==> src/rtl/core/okm_pkg.sv <==
// Package for the octree Morton key unit: widths, mode codes, payload
// structs and the elaboration-time level table builder.
// No dependencies.
`default_nettype none

package okm_pkg;

  localparam int KEY_W        = 64;
  localparam int CHILD_W      = 3;
  localparam int AXIS_W       = 2;
  localparam int LEVEL_W      = 5;
  localparam int MSB_W        = 7;
  localparam int MSB_MAX      = 64;
  localparam int DIMS_DEF     = 3;
  localparam int KEY_BITS_DEF = 64;

  typedef enum logic [1:0] {
    MODE_LEVEL   = 2'd0,
    MODE_PARENT  = 2'd1,
    MODE_CHILD   = 2'd2,
    MODE_SIBLING = 2'd3
  } okm_mode_t;

  typedef struct packed {
    okm_mode_t            mode;
    logic [KEY_W-1:0]     key;
    logic [CHILD_W-1:0]   child_index;
    logic [AXIS_W-1:0]    axis;
    logic                 dir_up;
  } okm_req_t;

  typedef struct packed {
    logic [KEY_W-1:0]   key_out;
    logic [LEVEL_W-1:0] level_out;
    logic               invalid;
  } okm_rsp_t;

  // Level as a function of the top set bit position: position / dims.
  typedef logic [MSB_MAX:0][MSB_W-1:0] okm_lvl_tbl_t;

  // Built by counting so that no division by an argument is needed.
  function automatic okm_lvl_tbl_t make_level_table(int dims);
    okm_lvl_tbl_t tbl;
    int           quo;
    int           rem;
    quo = 0;
    rem = 0;
    for (int i = 0; i <= MSB_MAX; i++) begin
      tbl[i] = MSB_W'(quo);
      rem++;
      if (rem == dims) begin
        rem = 0;
        quo++;
      end
    end
    return tbl;
  endfunction

endpackage

`default_nettype wire

==> src/rtl/core/okm_if.sv <==
// Valid/ready stream interfaces for the request and response channels.
// Depends on okm_pkg for the payload structs.
`default_nettype none

interface okm_req_if
  import okm_pkg::*;
();
  logic     valid;
  logic     ready;
  okm_req_t data;

  modport source (output valid, output data, input ready);
  modport sink   (input valid, input data, output ready);
endinterface

interface okm_rsp_if
  import okm_pkg::*;
();
  logic     valid;
  logic     ready;
  okm_rsp_t data;

  modport source (output valid, output data, input ready);
  modport sink   (input valid, input data, output ready);
endinterface

`default_nettype wire

==> src/rtl/core/okm_top_bit.sv <==
// Leading-one detector: position of the highest set bit, counted from 1,
// or 0 for a zero word. Depends on okm_pkg for widths.
`default_nettype none

module okm_top_bit
  import okm_pkg::*;
(
  input  logic [KEY_W-1:0] value,
  output logic [MSB_W-1:0] pos
);

  always_comb begin
    pos = '0;
    for (int i = 0; i < KEY_W; i++) begin
      if (value[i]) begin
        pos = MSB_W'(i + 1);
      end
    end
  end

endmodule

`default_nettype wire

==> src/rtl/core/octree_morton_key_unit.sv <==
// Octree Morton key unit: level, parent, child and face-neighbour queries on
// sentinel-topped cell keys, one transaction per clock cycle while the
// response side takes results. Each query passes four register stages
// (top-bit detect, level lookup, neighbour candidate bits, carry/borrow
// resolve into the output register); a stall holds each occupied stage
// whose downstream stages are all full, while empty stages upstream still
// fill.
// Depends on okm_pkg, okm_if and okm_top_bit.
`default_nettype none

module octree_morton_key_unit
  import okm_pkg::*;
#(
  parameter int DIMS     = DIMS_DEF,
  parameter int KEY_BITS = KEY_BITS_DEF
) (
  input  logic      clk,
  input  logic      rst,
  okm_req_if.sink   req,
  okm_rsp_if.source rsp
);

  localparam logic [KEY_W-1:0] KeyMask    = (KEY_W'(1) << KEY_BITS) - KEY_W'(1);
  localparam logic [KEY_W-1:0] DigitMask  = (KEY_W'(1) << DIMS) - KEY_W'(1);
  localparam logic [MSB_W-1:0] ChildLimit = MSB_W'(KEY_BITS - DIMS);
  localparam okm_lvl_tbl_t     LevelTable = make_level_table(DIMS);
  localparam logic [MSB_W-1:0] LevelSat   = MSB_W'((1 << LEVEL_W) - 1);

  // Stage enables.
  logic s1_en, s2_en, s3_en, s4_en;

  // Stage 1: masked key and top bit position.
  logic               s1_valid;
  okm_mode_t          s1_mode;
  logic [KEY_W-1:0]   s1_key;
  logic [CHILD_W-1:0] s1_child;
  logic [AXIS_W-1:0]  s1_axis;
  logic               s1_up;
  logic [MSB_W-1:0]   s1_msb;

  // Stage 2: level and child overflow check.
  logic               s2_valid;
  okm_mode_t          s2_mode;
  logic [KEY_W-1:0]   s2_key;
  logic [CHILD_W-1:0] s2_child;
  logic [AXIS_W-1:0]  s2_axis;
  logic               s2_up;
  logic [MSB_W-1:0]   s2_lvl;
  logic               s2_child_ok;

  // Stage 3: plain results and neighbour candidates.
  logic               s3_valid;
  okm_mode_t          s3_mode;
  logic [KEY_W-1:0]   s3_key;
  logic [KEY_W-1:0]   s3_base;
  logic               s3_base_bad;
  logic [KEY_W-1:0]   s3_amask;
  logic [KEY_W-1:0]   s3_cand;
  logic [LEVEL_W-1:0] s3_level;

  // Stage 4: output register.
  logic               s4_valid;
  okm_rsp_t           s4_rsp;

  logic [KEY_W-1:0]   in_key;
  logic [MSB_W-1:0]   msb_pos;
  logic [KEY_W-1:0]   amask_next;
  logic [KEY_W-1:0]   cand_next;
  logic [KEY_W-1:0]   base_next;
  logic               base_bad_next;
  logic [KEY_W-1:0]   flip;
  okm_rsp_t           rsp_next;

  assign s4_en = !s4_valid || rsp.ready;
  assign s3_en = !s3_valid || s4_en;
  assign s2_en = !s2_valid || s3_en;
  assign s1_en = !s1_valid || s2_en;

  assign req.ready = s1_en;
  assign rsp.valid = s4_valid;
  assign rsp.data  = s4_rsp;

  assign in_key = req.data.key & KeyMask;

  okm_top_bit u_top_bit (
    .value (in_key),
    .pos   (msb_pos)
  );

  always_ff @(posedge clk) begin
    if (rst) begin
      s1_valid <= 1'b0;
      s2_valid <= 1'b0;
      s3_valid <= 1'b0;
      s4_valid <= 1'b0;
    end else begin
      if (s1_en) s1_valid <= req.valid;
      if (s2_en) s2_valid <= s1_valid;
      if (s3_en) s3_valid <= s2_valid;
      if (s4_en) s4_valid <= s3_valid;
    end
  end

  always_ff @(posedge clk) begin
    if (s1_en) begin
      s1_mode  <= req.data.mode;
      s1_key   <= in_key;
      s1_child <= req.data.child_index;
      s1_axis  <= req.data.axis;
      s1_up    <= req.data.dir_up;
      s1_msb   <= msb_pos;
    end
  end

  always_ff @(posedge clk) begin
    if (s2_en) begin
      s2_mode     <= s1_mode;
      s2_key      <= s1_key;
      s2_child    <= s1_child;
      s2_axis     <= s1_axis;
      s2_up       <= s1_up;
      s2_lvl      <= LevelTable[s1_msb];
      s2_child_ok <= s1_msb < ChildLimit;
    end
  end

  // A bit takes part in the walk when it belongs to the chosen axis and to
  // one of the cell's own digits. An axis at or above DIMS matches no bit.
  for (genvar p = 0; p < KEY_W; p++) begin : g_bit
    localparam int Dig = p / DIMS;
    localparam int Ax  = p % DIMS;
    assign amask_next[p] = (s2_axis == AXIS_W'(Ax)) && (MSB_W'(Dig) < s2_lvl);
    assign cand_next[p]  = amask_next[p] && (s2_key[p] != s2_up);
  end

  always_comb begin
    base_next     = '0;
    base_bad_next = 1'b0;
    unique case (s2_mode)
      MODE_LEVEL: begin
        base_next = '0;
      end
      MODE_PARENT: begin
        base_next = s2_key >> DIMS;
      end
      MODE_CHILD: begin
        if (s2_child_ok) begin
          base_next = ((s2_key << DIMS) | (KEY_W'(s2_child) & DigitMask)) & KeyMask;
        end else begin
          base_bad_next = 1'b1;
        end
      end
      MODE_SIBLING: begin
        base_next = '0;
      end
      default: begin
        base_next = '0;
      end
    endcase
  end

  always_ff @(posedge clk) begin
    if (s3_en) begin
      s3_mode     <= s2_mode;
      s3_key      <= s2_key;
      s3_base     <= base_next;
      s3_base_bad <= base_bad_next;
      s3_amask    <= amask_next;
      s3_cand     <= cand_next;
      s3_level    <= (s2_lvl > LevelSat) ? LEVEL_W'(LevelSat) : s2_lvl[LEVEL_W-1:0];
    end
  end

  // The lowest candidate stops the carry or borrow; every axis bit up to
  // and including it is flipped.
  assign flip = s3_amask & (s3_cand ^ (s3_cand - KEY_W'(1)));

  always_comb begin
    rsp_next.level_out = s3_level;
    if (s3_mode == MODE_SIBLING) begin
      rsp_next.invalid = (s3_cand == '0);
      rsp_next.key_out = (s3_cand == '0) ? '0 : ((s3_key ^ flip) & KeyMask);
    end else begin
      rsp_next.invalid = s3_base_bad;
      rsp_next.key_out = s3_base;
    end
  end

  always_ff @(posedge clk) begin
    if (s4_en) begin
      s4_rsp <= rsp_next;
    end
  end

`ifndef SYNTHESIS
  a_invalid_zero_key: assert property (@(posedge clk) disable iff (rst)
    rsp.valid && rsp.data.invalid |-> rsp.data.key_out == '0)
    else $error("invalid result carries a nonzero key");

  a_level_mode_clean: assert property (@(posedge clk) disable iff (rst)
    s3_valid && s3_mode == MODE_LEVEL |-> s3_base == '0 && !s3_base_bad)
    else $error("level query produced a key or an error");

  a_cand_on_axis: assert property (@(posedge clk) disable iff (rst)
    s3_valid |-> (s3_cand & ~s3_amask) == '0)
    else $error("neighbour candidate outside the axis digits");

  a_stage2_hold: assert property (@(posedge clk) disable iff (rst)
    s2_valid && !s3_en |=> s2_valid && $stable(s2_key) && $stable(s2_lvl))
    else $error("stalled stage 2 lost or changed its transaction");
`endif

endmodule

`default_nettype wire

==> src/flat_wrapper.sv <==
// flat-port wrapper written by rule: the top's interface ports become plain ports
module octree_morton_key_unit_flat import okm_pkg::*;
#(
  parameter int DIMS     = DIMS_DEF,
  parameter int KEY_BITS = KEY_BITS_DEF
)
  (clk, rst, req_valid, req_data, req_ready, rsp_valid, rsp_data, rsp_ready);
  okm_req_if req_i ();
  okm_rsp_if rsp_i ();
  input  logic clk;
  input  logic rst;
  input wire logic [$bits(req_i.valid)-1:0] req_valid;
  input wire logic [$bits(req_i.data)-1:0] req_data;
  output wire logic [$bits(req_i.ready)-1:0] req_ready;
  output wire logic [$bits(rsp_i.valid)-1:0] rsp_valid;
  output wire logic [$bits(rsp_i.data)-1:0] rsp_data;
  input wire logic [$bits(rsp_i.ready)-1:0] rsp_ready;
  assign req_i.valid = req_valid;
  assign req_i.data = req_data;
  assign req_ready = req_i.ready;
  assign rsp_valid = rsp_i.valid;
  assign rsp_data = rsp_i.data;
  assign rsp_i.ready = rsp_ready;
  octree_morton_key_unit #(.DIMS(DIMS), .KEY_BITS(KEY_BITS)) u_core (.clk(clk), .rst(rst), .req(req_i), .rsp(rsp_i));
endmodule
==> config.mk <==
export PLATFORM = sky130hd
export DESIGN_NAME = octree_morton_key_unit_flat
export DESIGN_NICKNAME = d
export VERILOG_FILES = /design/src/rtl/core/okm_pkg.sv /design/src/rtl/core/okm_if.sv /design/src/rtl/core/okm_top_bit.sv /design/src/rtl/core/octree_morton_key_unit.sv /design/src/flat_wrapper.sv
export SDC_FILE = /design/constraint.sdc
export NUM_CORES = 1
export LEC_CHECK = 0
export ABC_AREA = 1
export BUFFER_PORTS_ARGS = -buffer_cell sky130_fd_sc_hd__buf_4
export CAP_MARGIN = 40
export CORE_ASPECT_RATIO = 0.6
export CORE_MARGIN = 4
export CORE_UTILIZATION = 40
export CTS_BUF_LIST = sky130_fd_sc_hd__clkbuf_8
export DETAILED_ROUTE_END_ITERATION = 10
export PLACE_DENSITY_LB_ADDON = 0.08
export RECOVER_POWER = 50
export SETUP_SLACK_MARGIN = 0.05
export SYNTH_ARGS = -nofsm -noshare
export SYNTH_HDL_FRONTEND = slang
export SYNTH_HIERARCHICAL = 1
export SYNTH_SLANG_ARGS = --single-unit
==> constraint.sdc <==
create_clock -name clk -period 27.2 [get_ports clk]
set_input_delay 5.44 -clock clk [delete_from_list [all_inputs] [get_ports clk]]
set_output_delay 5.44 -clock clk [all_outputs]
set_load 0.05 [all_outputs]
Word level (Yosys, flattened, before mapping)
Memories as Yosys holds them, arrays and structs flattened. A register that Yosys moved wholly into a read port is not among the register bits.
Cells that the tools add are included.
Word-level totals
  flip-flop bits (word level): 490
  ROM bits: 896
  output and inout bits: 72
  word-level logic and storage cells: 335
  memories kept: 1
Operators by class
  $add $sub $neg: 1
  magnitude comparators: 24
  equal/unequal tests: 70
  multiplexer cells: 69
  bitwise logic cells: 4
  reduce and logical (&&, ||, !) cells: 140
Memory list
  (name not given): words 128, bits a word 7, rd ports 1, clocked after Yosys merged registers in 1, wr ports 0, RTL line octree_morton_key_unit.sv:122  | s2_lvl <= LevelTable[s1_msb];
Operator list (number)
  two-way mux 7 bit: 62
  two-way mux 64 bit: 3
  one-hot mux 64 bit (3 select lines): 1
  logical AND 1 bit: 128
  XOR 64 bit: 2
  AND 64 bit: 1
  logical NOT 64 bit: 1
  != test 1 bit: 64
  OR 64 x 3 -> 64 bit: 1
  subtractor 64 x 1 -> 64 bit (second input constant): 1
  less-than comparator 4 x 7 -> 1 bit (first input constant): 8
  less-than comparator 5 x 7 -> 1 bit (first input constant): 6
  less-than comparator 3 x 7 -> 1 bit (first input constant): 4
  less-than comparator 1 x 7 -> 1 bit (first input constant): 2
  less-than comparator 2 x 7 -> 1 bit (first input constant): 2
  == test 2 bit (second input constant): 4
  greater-than comparator 7 x 5 -> 1 bit (second input constant): 1
  less-than comparator 7 x 6 -> 1 bit (second input constant): 1
  == test 2 x 1 -> 1 bit (second input constant): 2
  logical NOT 1 bit: 4
  logical NOT 2 bit: 2
  logical OR 1 bit: 4
  two-way mux 1 bit: 3
  OR reduction 2 bit: 1

Depth between registers and ports, before layout
  depth after elaboration: 63
  mapped depth: 63

Modules after synthesis
Netlist, hierarchy kept.
By module, submodules not included
  octree_morton_key_unit: times used 1, cells an instance 1697, area each 20465.9 µm²
  okm_top_bit: times used 1, cells an instance 217, area each 930.9 µm²

Worst setup path after synthesis
Ideal clock, no wire load.
  path type: input port to output port
  start point: input port rsp_ready
  end point: output port req_ready
  arrival time: 14571 ps
  required time: 21760 ps
  slack: 7189 ps
  stages on the path: 6
  path buffers: 0
  cells stage by stage: nor2_1 -> inv_1 -> nor2_1 -> inv_1 -> nor2_1 -> nand2_1
Between the ends
  cells in the longest elaborated chain, start to end: 4
Ends and longest elaborated chain
  start: declaration: RTL line flat_wrapper.sv:17  | input wire logic [$bits(rsp_i.ready)-1:0] rsp_ready;
  logical OR 1 bit: RTL line octree_morton_key_unit.sv:74  | assign s4_en = !s4_valid || rsp.ready;
  via u_core.s4_en: RTL line octree_morton_key_unit.sv:30  | logic s1_en, s2_en, s3_en, s4_en;
  logical OR 1 bit: RTL line octree_morton_key_unit.sv:75  | assign s3_en = !s3_valid || s4_en;
  via u_core.s3_en: RTL line octree_morton_key_unit.sv:30
  logical OR 1 bit: RTL line octree_morton_key_unit.sv:76  | assign s2_en = !s2_valid || s3_en;
  logical OR 1 bit: RTL line octree_morton_key_unit.sv:77  | assign s1_en = !s1_valid || s2_en;
  end: declaration: RTL line flat_wrapper.sv:14  | output wire logic [$bits(req_i.ready)-1:0] req_ready;
The timed path passes the listed nets, and every way through them passes these cells.

Final worst setup path
Same ends and word-level chain as after synthesis.

==> impl_metrics.py <==
metrics = {
    "cts": {
        "cts_root_buf": "sky130_fd_sc_hd__clkbuf_8",
        "cts_num_sinks": 495,
        "clock_path_buffers": 3,
        "cts_tree": "built",
        "cts_hold_buf": 0,
        "clk_pin_slew_worst_paths_ps": 70,
        "clock_latency_ps": 620,
        "cts-resized-gates": 0,
        "htree_num_levels": 3,
        "cts_inserted_buffers": 78,
        "postCtsSetupBuffers": 0,
    },
    "layout": {
        "filler_cell_count": 4968,
        "antenna-diode-count": 0,
        "final_layout_size_suffix_gt1_frac": 0.102,
        "area_growth_syn_to_layout_pct": 14.5,
        "finish.utilization": 0.465,
        "final-seq-area_um2": 14800,
        "commonest_non_fill_non_tap_cell_in_the_layout": "sky130_fd_sc_hd__edfxtp_1",
        "layout_common_cells": "sky130_fd_sc_hd__edfxtp_1, sky130_fd_sc_hd__nand2_1, sky130_fd_sc_hd__nor2_1",
        "multiInputGateArea_um2": 5390,
        "nNetsFinal": 2190,
    },
    "sta": {
        "rsz0062_at_grt": "no",
        "final_max_slew_viol_count": 312,
        "fmaxAchievable_mhz": 70.4,
        "setup-tns-final_ps": 0,
        "slew_headroom": -1.22,
        "finalClockSkew_ps": 22.1,
        "final-hold-violation-count": 0,
        "finalWorstPathRequiredPeriod_ps": 14200,
        "setup-violations-final": 0,
        "timing_worst_slew_pin_value_ps": 3330,
        "min_period_over_period": 0.522,
    },
    "power": {
        "max-vdd-ir-drop_mv": 0.0336,
        "reported_leakage_power_nw": 10.6,
        "ratio_of_total_power_to_cell_area_nw_per_um2": 69.9,
    },
    "worst_setup_path": {
        "r2r_start": "u_core/s3_cand[20]$_DFFE_PP_",
        "regToRegSetupSlack_ps": 22170,
        "worst_ep_arrival_time_ps": 8760,
        "r2r_end": "u_core/rsp.data[48]$_DFFE_PP_",
        "end_kind": "output port",
        "cp_data_required_time_ps": 21760,
        "reg2reg_depth": 9,
        "worst-setup-path-type": "input port to output port",
        "critical_path.startpoint_type": "input port",
        "critical_path.max_fanout": 35,
    },
    "route": {
        "wirelength_mm": 59.6,
        "num_vias": 14500,
        "remaining_drc_errors": 0,
        "drt.antenna.violating_nets": 0,
        "drt_pre_antenna_iters": 8,
        "drc_marker_count_from_the_first_detailed_route_iteration": 1655,
        "avgRoutedWirePerCell_um": 20.8,
        "vias_per_cell": 5.04,
    },
    "job": {
        "max_cap_violations": 8,
    },
    "die": {
        "die_area_um2": 57400,
        "initial_core_util": 0.406,
        "boundaryPins": 148,
        "die_height_um": 187,
        "die_w_um": 307,
        "core-area_um2": 52700,
        "fp-row-count": 65,
    },
    "placement": {
        "hpwlAfterDp_mm": 43.4,
        "numPortBuffers": 147,
        "gp_congestion": 0.902,
    },
    "grt": {
        "first_pass_grt_wire_length_mm": 87.5,
        "grt_start_max_net_pins": 104,
        "grt_total_usage": 0.204,
        "total_overflow_reported_by_the_global_router": 0,
        "antenna_found_initial": 0,
        "grt_pass1_vias": 13800,
    },
    "worst_hold_path": {
        "hold_class": "flip-flop to flip-flop",
        "worst_hold_path.endpoint": "u_core/s2_key[24]$_DFFE_PP_",
        "min_from": "u_core/s1_key[24]$_DFFE_PP_",
        "worstHoldPathCells": 0,
    },
    "logic_synthesis": {
        "ys_async_sr_fraction": 0,
        "syn_area_per_cell_um2": 11.2,
        "yosysWarningCount": 6,
        "yosys.area.top_type": "sky130_fd_sc_hd__edfxtp_1",
        "post_synth_num_cell_types": 40,
        "ys.flop_type": "sky130_fd_sc_hd__edfxtp_1",
        "syn_inst_count": 1914,
        "synth_edf_count": 491,
        "ys_ff_latch": 495,
        "yosys-top-cells-area": "sky130_fd_sc_hd__edfxtp_1, sky130_fd_sc_hd__nand2_1, sky130_fd_sc_hd__nor2_1",
        "ys_seq_area_frac": 0.693,
        "nets_in_the_synthesized_netlist": 1992,
        "synth_top_area_frac": 0.689,
        "netlist_area_um2": 21400,
    },
    "run_status": {
        "failed_checks": "max-capacitance violations, max-slew violations",
        "outcome": "finished, violations left",
    },
}
[synth_stat cells (2+ instances only)]
master                     count
sky130_fd_sc_hd__and2_1        6
sky130_fd_sc_hd__o22ai_1      53
sky130_fd_sc_hd__buf_2        16
sky130_fd_sc_hd__nand2_2       4
sky130_fd_sc_hd__a21oi_1      14
sky130_fd_sc_hd__xor2_1       17
sky130_fd_sc_hd__edfxtp_1    491
sky130_fd_sc_hd__a21oi_2       2
sky130_fd_sc_hd__a21o_1        6
sky130_fd_sc_hd__nand4_1      28
sky130_fd_sc_hd__nor4_1        5
sky130_fd_sc_hd__dfxtp_1       4
sky130_fd_sc_hd__nor2_1      269
sky130_fd_sc_hd__ha_1          2
sky130_fd_sc_hd__o311ai_0      2
sky130_fd_sc_hd__a31oi_1       2
sky130_fd_sc_hd__xnor2_1      72
sky130_fd_sc_hd__and3_1        3
sky130_fd_sc_hd__nor3_1       53
sky130_fd_sc_hd__inv_1       229
sky130_fd_sc_hd__nor2_4        6
sky130_fd_sc_hd__nand3_2       2
sky130_fd_sc_hd__clkbuf_1     28
sky130_fd_sc_hd__inv_2         9
sky130_fd_sc_hd__buf_6         2
sky130_fd_sc_hd__o21bai_1      2
sky130_fd_sc_hd__nand2_1     418
sky130_fd_sc_hd__nand3_1     111
sky130_fd_sc_hd__nor2_2       10
sky130_fd_sc_hd__o21ai_0      33
sky130_fd_sc_hd__nor3b_1       3
sky130_fd_sc_hd__bufinv_8      4
[registers in the layout, indices dropped and copies added (netlist names), 2 cells and up]
name / count
u_core/rsp.data: 70
u_core/s1_key: 64
u_core/s2_key: 64
u_core/s3_amask: 64
u_core/s3_base: 64
u_core/s3_cand: 64
u_core/s3_key: 64
u_core/s1_msb: 7
u_core/s2_lvl: 5
u_core/s3_level: 5
u_core/s1_child: 3
u_core/s2_child: 3
u_core/s1_axis: 2
u_core/s1_mode: 2
u_core/s2_axis: 2
u_core/s2_mode: 2
u_core/s3_mode: 2
[critical path, stage by stage]
cell and delay (ps):
sky130_fd_sc_hd__clkbuf_4 110, sky130_fd_sc_hd__nor2_1 120, sky130_fd_sc_hd__clkinvlp_2 1160, sky130_fd_sc_hd__nor2_1 790, sky130_fd_sc_hd__inv_8 210, sky130_fd_sc_hd__nor2_1 300
sky130_fd_sc_hd__nand2_4 310, sky130_fd_sc_hd__buf_4 310
[layout make-up]
class	instances	area share
clock buffers	82	0.0461
clock inverters	53	0.0108
inverters	243	0.0399
multi-input cells	1129	0.220
flip-flops and latches	495	0.605
well taps	703	0.0359
repair buffers	165	0.0419
[logic make-up after synthesis]
family                   after synthesis  share of synthesized area
adder cells (fa/ha/maj)                2                    0.00117
XOR/XNOR                              89                     0.0364
AND/OR/NAND/NOR                      921                      0.182
flip-flops                           495                      0.693
AO/OA/AOI/OAI                        117                     0.0325
buffers and inverters                290                     0.0553
[metal layers]
metal | track usage | vias up | share of wire
li1 | - | 6848 | -
met1 | 0.325 | 7026 | 0.50
met2 | 0.282 | 539 | 0.40
met3 | 0.0472 | 64 | 0.080
met4 | 0.0402 | 0 | 0.014
met5 | 0 | - | 0
[power breakdown]
part | switching (mW) | internal, mW | total (mW) | leakage, nW
logic | 0.153 | 0.0592 | 0.212 | 4.27
registers | 0.0260 | 0.888 | 0.914 | 5.54
clock network | 0.291 | 0.296 | 0.587 | 0.808
[through the flow]
step	cell area [µm²]	worst slack, ps	instances	hold WS, ps	power [mW]
4_1_cts	24800	13920	2870	400	1.73
3_5_place_dp	23400	13930	2735	405	1.14
3_3_place_gp	23300	13650	2730	400	1.14
6_report	24500	13000	2870	408	1.71
5_1_grt	24500	12550	2870	408	1.79
2_1_floorplan	21400	7190	1914	400	1.06
[how the worst max path moves through the flow]
stage,from,end,depth (start not counted)
CTS,rsp_ready,req_ready,8
global placement,rsp_ready,req_ready,8
finish,rsp_ready,req_ready,8
detailed placement,rsp_ready,req_ready,8
global route,rsp_ready,req_ready,8
floorplan,rsp_ready,req_ready,6
Note: power is estimated with default switching activity, not from simulation.
